## src/hdl/udpic_pkg.sv

```systemverilog
// udpic_pkg: types and constants of the up/down prescaled interrupt counter
// used by udpic_step, by the top level and by the bench; depends on nothing else

package udpic_pkg;

    // register indexes of a register-write word
    localparam logic [2:0] REG_ENABLE_BIT = 3'd0;
    localparam logic [2:0] REG_MODE       = 3'd1;
    localparam logic [2:0] REG_DISABLE    = 3'd2;
    localparam logic [2:0] REG_ENABLE     = 3'd3;
    localparam logic [2:0] REG_PRESCALE   = 3'd4;
    localparam logic [2:0] REG_COUNT      = 3'd5;
    localparam logic [2:0] REG_FLIP       = 3'd6;

    // action codes
    localparam logic ACT_WRITE = 1'b0;
    localparam logic ACT_TICK  = 1'b1;

    // direction field, mode bits 7:6
    localparam logic [1:0] DIR_UP   = 2'b01;
    localparam logic [1:0] DIR_DOWN = 2'b10;

    localparam logic [7:0] SCALE_NARROW = 8'h07;
    localparam logic [7:0] SCALE_WIDE   = 8'hFF;
    localparam logic [7:0] COUNT_ZERO   = 8'h00;

    typedef struct packed {
        logic       enabled;
        logic [7:0] mode;
        logic [7:0] prescale;
        logic [7:0] count;
        logic [7:0] flip;
        logic       pending;
    } udpic_state_t;

    typedef struct packed {
        logic       action;
        logic [2:0] reg_index;
        logic [7:0] write_data;
        logic [1:0] tick_source;
    } udpic_word_t;

endpackage

```

## src/hdl/udpic_step.sv

```systemverilog
// udpic_step: next counter state for one input word (write or tick)
// pure combinational logic; depends on udpic_pkg

module udpic_step
(
    input  udpic_pkg::udpic_word_t  word,
    input  udpic_pkg::udpic_state_t cur,
    output udpic_pkg::udpic_state_t nxt
);

    logic [7:0] mask;
    logic [7:0] pre_up;
    logic [7:0] pre_down;
    logic [7:0] cnt_up;
    logic       hit;

    assign mask     = cur.mode[2] ? udpic_pkg::SCALE_NARROW : udpic_pkg::SCALE_WIDE;
    assign pre_up   = cur.prescale + 8'd1;
    assign pre_down = cur.prescale - 8'd1;
    assign cnt_up   = cur.count + 8'd1;
    assign hit      = cur.enabled && (cur.mode[1:0] == word.tick_source);

    always_comb
    begin
        nxt = cur;
        if (word.action == udpic_pkg::ACT_TICK)
        begin
            if (hit)
            begin
                case (cur.mode[7:6])
                    udpic_pkg::DIR_UP:
                    begin
                        nxt.prescale = pre_up;
                        if ((pre_up & mask) == udpic_pkg::COUNT_ZERO)
                        begin
                            nxt.count = cnt_up;
                            if (cnt_up == udpic_pkg::COUNT_ZERO)
                            begin
                                nxt.pending = 1'b1;
                            end
                        end
                    end
                    udpic_pkg::DIR_DOWN:
                    begin
                        nxt.prescale = pre_down;
                        if ((pre_down & mask) == mask)
                        begin
                            nxt.count = cur.count - 8'd1;
                            // borrow out of zero raises the interrupt
                            if (cur.count == udpic_pkg::COUNT_ZERO)
                            begin
                                nxt.pending = 1'b1;
                            end
                        end
                    end
                    default:
                    begin
                        nxt = cur;
                    end
                endcase
            end
        end
        else
        begin
            case (word.reg_index)
                udpic_pkg::REG_ENABLE_BIT:
                begin
                    nxt.enabled = word.write_data[0];
                    if (!word.write_data[0])
                    begin
                        nxt.pending = 1'b0;
                    end
                end
                udpic_pkg::REG_MODE:
                begin
                    nxt.mode = word.write_data;
                end
                udpic_pkg::REG_DISABLE:
                begin
                    nxt.enabled = 1'b0;
                    nxt.pending = 1'b0;
                end
                udpic_pkg::REG_ENABLE:
                begin
                    nxt.enabled = 1'b1;
                end
                udpic_pkg::REG_PRESCALE:
                begin
                    nxt.prescale = word.write_data ^ cur.flip;
                end
                udpic_pkg::REG_COUNT:
                begin
                    nxt.count = word.write_data ^ cur.flip;
                end
                udpic_pkg::REG_FLIP:
                begin
                    nxt.flip = word.write_data;
                end
                default:
                begin
                    nxt = cur;
                end
            endcase
        end
    end

endmodule

```

## src/hdl/up_down_prescaled_irq_counter_unit.sv

```systemverilog
// up_down_prescaled_irq_counter_unit: a taken input word waits in the input register until
// out_stall lets it advance, then its state update is registered and out_valid rises
// one word per cycle unless stalled: input register, then state update and result register
// in_stall only rises when the input register is full and the result register is stalled
// rst_n asynchronous active low clears counter state with its enable and pending flags, and both valid bits
// depends on udpic_pkg and udpic_step

module up_down_prescaled_irq_counter_unit
(
    input  logic       clk,
    input  logic       rst_n,
    input  logic       in_valid,
    output logic       in_stall,
    input  logic       action,
    input  logic [2:0] reg_index,
    input  logic [7:0] write_data,
    input  logic [1:0] tick_source,
    output logic       out_valid,
    input  logic       out_stall,
    output logic       irq_pending,
    output logic [7:0] count_value,
    output logic [7:0] prescale_value
);

    logic                    in_valid_reg;
    udpic_pkg::udpic_word_t  word_reg;
    udpic_pkg::udpic_state_t state_reg;
    udpic_pkg::udpic_state_t state_next;
    logic                    out_valid_reg;
    logic                    out_valid_next;
    logic                    irq_reg;
    logic [7:0]              count_out_reg;
    logic [7:0]              prescale_out_reg;
    logic                    advance;
    logic                    in_load;

    // input word moves on when the result register is empty or being taken
    assign advance        = in_valid_reg && (!out_valid_reg || !out_stall);
    assign in_stall       = in_valid_reg && !advance;
    assign in_load        = !in_stall;
    assign out_valid_next = advance || (out_valid_reg && out_stall);

    udpic_step u_step
    (
        .word (word_reg),
        .cur  (state_reg),
        .nxt  (state_next)
    );

    always_ff @(posedge clk or negedge rst_n)
    begin
        if (!rst_n)
        begin
            in_valid_reg  <= 1'b0;
            out_valid_reg <= 1'b0;
            state_reg     <= '0;
        end
        else
        begin
            if (in_load)
            begin
                in_valid_reg <= in_valid;
            end
            out_valid_reg <= out_valid_next;
            if (advance)
            begin
                state_reg <= state_next;
            end
        end
    end

    always_ff @(posedge clk)
    begin
        if (in_load && in_valid)
        begin
            word_reg.action      <= action;
            word_reg.reg_index   <= reg_index;
            word_reg.write_data  <= write_data;
            word_reg.tick_source <= tick_source;
        end
        if (advance)
        begin
            irq_reg          <= state_next.pending;
            count_out_reg    <= state_next.count;
            prescale_out_reg <= state_next.prescale;
        end
    end

    assign out_valid      = out_valid_reg;
    assign irq_pending    = irq_reg;
    assign count_value    = count_out_reg;
    assign prescale_value = prescale_out_reg;

endmodule

```

## config.mk

```make
export PLATFORM = sky130hd
export DESIGN_NAME = up_down_prescaled_irq_counter_unit
export DESIGN_NICKNAME = d
export VERILOG_FILES = /design/src/hdl/udpic_pkg.sv /design/src/hdl/udpic_step.sv /design/src/hdl/up_down_prescaled_irq_counter_unit.sv
export SDC_FILE = /design/constraint.sdc
export NUM_CORES = 1
export LEC_CHECK = 0
export ABC_AREA = 1
export ABC_CLOCK_PERIOD_IN_PS = 2200
export BUFFER_PORTS_ARGS = -buffer_cell sky130_fd_sc_hd__buf_2
export CAP_MARGIN = 20
export CELL_PAD_IN_SITES_DETAIL_PLACEMENT = 1
export CELL_PAD_IN_SITES_GLOBAL_PLACEMENT = 1
export CORE_AREA = 2 2 99 101
export CTS_CLUSTER_DIAMETER = 30
export CTS_CLUSTER_SIZE = 10
export DETAILED_ROUTE_END_ITERATION = 10
export DIE_AREA = 0 0 101 103
export PLACE_DENSITY_LB_ADDON = 0.1
export SYNTH_ARGS = -nofsm -noshare
export SYNTH_HDL_FRONTEND = slang
export SYNTH_SLANG_ARGS = --single-unit
export TNS_END_PERCENT = 5
```

## constraint.sdc

```tcl
create_clock -name clk -period 2.2 [get_ports clk]
set_input_delay 0.66 -clock clk [delete_from_list [all_inputs] [get_ports clk]]
set_output_delay 0.66 -clock clk [all_outputs]
set_load 0.005 [all_outputs]
```

==> impl_metrics.tcl <==
set metrics [dict create \
    power.density_nw_per_um2 1320 \
    clock_latency_ns 0.36 \
    r2r_slack_ns 0.02 \
    largest_reg_flops 31 \
    setup_tns_ns 0 \
    seq_area_frac_synth 0.430 \
    die_h_um 103 \
    power.internal_mw 3.54 \
    n_antenna_cell 0 \
    worst-path-max-fanout 9 \
    relSlewSlack 0.644 \
    dr_total_vias 3992 \
    coreArea_um2 9460 \
    drt_iter0_drc 321 \
    grt_pass1_wl_um 20200 \
    finalHoldViolCount 0 \
    leakagePower_nw 2.30 \
    syn_area_um2 4080 \
    syn_nets 543 \
    clkTransAtPathRegs_ns 0.08 \
    drt_wl_total_um 13700 \
    yosys.area.top_type "edfxtp_1" \
    final_antenna_net_count 0 \
    report.power.total_mw 6.64 \
    ys_async_sr_fraction 0.516 \
    start_kind "register" \
    area_delta_synth_final_pct 23.2 \
    setup_ws_ns 0.0164 \
    cp-end-kind "register" \
    required_ns 2.31 \
    pwr-share-seq 0.312 \
    gp_congestion 0.964 \
    crit_arrival_ns 2.29 \
    port_buffers 36 \
    synthTopCellsByCount "nand2_1 (150), nand3_1 (64), inv_1 (41), o21ai_0 (37), dfrtp_1 (33)" \
    placementRows 36 \
    clkPwrFrac 0.160 \
    synthTopCellsByArea "edfxtp_1 (23%), dfrtp_1 (20%), nand2_1 (14%), nand3_1 (7.8%), o21ai_0 (4.5%)" \
    vias_per_cell 5.60 \
    grt_overflow 0 \
    period_needed_ns 2.18 \
    floorplan.initialDensity 0.431 \
    route.detailed.drc 0 \
    clock_sinks 64 \
    wl_per_cell_um 19.2 \
    min_path_type "primary input to async pin" \
    fin_crit_sh 0.993 \
    synth.avg_cell_area_um2 7.89 \
    p_sw_mw 3.11 \
    dpl.cell_count 680 \
    fmax_mhz 458 \
    dpl.hpwl_um 9200 \
    synth_edf_count 31 \
    layout-drive-gt1-share 0.269 \
    yosysMostFrequentCell "nand2_1" \
    cts_tree "built" \
    grtUsageTotal 0.257 \
    clockRootBuffer "clkbuf_8" \
    synthCells 517 \
    synth.distinct_cells 40 \
    synthFlopType "dfrtp_1" \
    max_cap_violations 0 \
    io_pins 37 \
    peakVddDrop_v 0.000574 \
    comb_power_share 0.528 \
    final_net_count 620 \
    status "complete, no violations" \
    dpl-instance-area_um2 4560 \
    instances_no_fill 713 \
    design.die.area_um2 10400 \
    grt_max_degree 34 \
    p_sw_frac 0.468 \
    die-width_um 101 \
    ys_seq_elements 64 \
    rsz0062_at_grt "yes" \
    setup_viol 0 \
    ctsHtreeMaxLevel 3 \
    antenna_found_initial 0 \
    grt_pass1_vias 3849 \
    ys_warn_count 0 \
    drv_slew 0 \
    skew_ns 0.0123 \
    cts_buffers 9 \
    preCtsSetupSlack_ns -0.0877 \
    tightest_slew_ns 0.534 \
    cts.path.max_buffers 2 \
    yosysTopAreaCellShare 0.228 \
    criticalPathCategory "register to register" \
    stdcell_area_um2 5030 \
    drt-pass1-iter-count 4 \
]
-- power by group through the flow --
| stage | Sequential (mW) | Clock [mW] | Combinational, mW |
|---|---|---|---|
| 4_1_cts | 2.06 | 1.06 | 2.90 |
| 6_report | 2.07 | 1.06 | 3.51 |
| 5_1_grt | 2.11 | 1.12 | 3.83 |
| 3_5_place_dp | 2.08 | 0 | 2.86 |
| 3_3_place_gp | 2.05 | 0 | 2.83 |
| 2_1_floorplan | 1.86 | 0 | 2.08 |
-- placed cells by master (no fill, tap or decap), types with 6 or more instances in the layout --
cell	instances
buf_4	46
nand2_1	147
o21ai_0	36
o211ai_1	8
ha_1	6
nand2_2	14
dfrtp_1	24
xnor2_1	7
buf_2	36
clkbuf_8	10
nor2_4	6
inv_1	41
nand3_1	60
xor2_1	9
nor2_1	19
edfxtp_1	31
a21oi_1	21
dfrtp_2	9
-- metrics by stage --
stage | hold slack (ns) | utilization
CTS | 0.352 | 0.504
global placement | 0.463 | 0.483
global route | 0.375 | 0.532
detailed placement | 0.468 | 0.483
floorplan | 0.364 | -
finish | 0.318 | 0.532
-- critical path: stages (launching register included) --
cell     delay [ns]
dfrtp_2        0.52
nand2_1        0.16
nor2_2         0.14
nand2_1        0.07
nand2_1        0.09
nand3_1        0.14
nand2_4        0.17
nor2_8         0.07
nand2_4        0.12
nand2_1        0.06
nand3_1        0.11
nand3_1        0.10
nand2_1        0.09
nand2_2        0.08
-- final cells by class --
class / count / area, um^2
tap: 114 / 143
fill: 1174 / 4430
clock buffer: 11 / 141
multi-input combinational: 388 / 2180
timing repair buffer: 85 / 568
inverter: 46 / 175
clock inverter: 5 / 57.6
sequential: 64 / 1770
-- what timing repair did --
item                                    in CTS  in global routing
cloned                                       0                  2
setup buffers                                0                 15
endpoints found under the setup margin      15                 20
gates resized for setup                      4                 30
pin swaps                                    0                 11
hold buffers                                 0                  0
-- worst paths after layout --
kind	startpoint	endpoint	cells after the start
worst max-delay path	state_reg[19]	count_value[0]	13
worst min register to register	in_valid_reg	out_valid	2
min in group clk	write_data[0]	word_reg[2]	1
worst min-delay path	rst_n	state_reg[12]	2
worst max register to register	state_reg[19]	count_value[0]	13
max in group asynchronous	rst_n	state_reg[11]	2
-- kinds of logic (layout without fill, tap and decap cells) --
logic type / Yosys count / count (layout) / share of synthesized area
fa+ha+maj: 8 / 8 / 0.0245
compound gates: 80 / 80 / 0.109
mux: 3 / 3 / 0.00828
flops: 64 / 64 / 0.430
xor+xnor: 18 / 18 / 0.0386
buf+inv: 67 / 147 / 0.0693
simple gates: 277 / 279 / 0.320
-- layer usage --
| layer | track usage | vias up | part of all wire |
|---|---|---|---|
| met5 | 0 | - | 0 |
| met2 | 0.419 | 129 | 0.49 |
| met3 | 0.0556 | 16 | 0.056 |
| met1 | 0.354 | 1964 | 0.44 |
| li1 | - | 1883 | - |
| met4 | 0.0551 | 0 | 0.013 |
(Power assumes the default switching activity.)
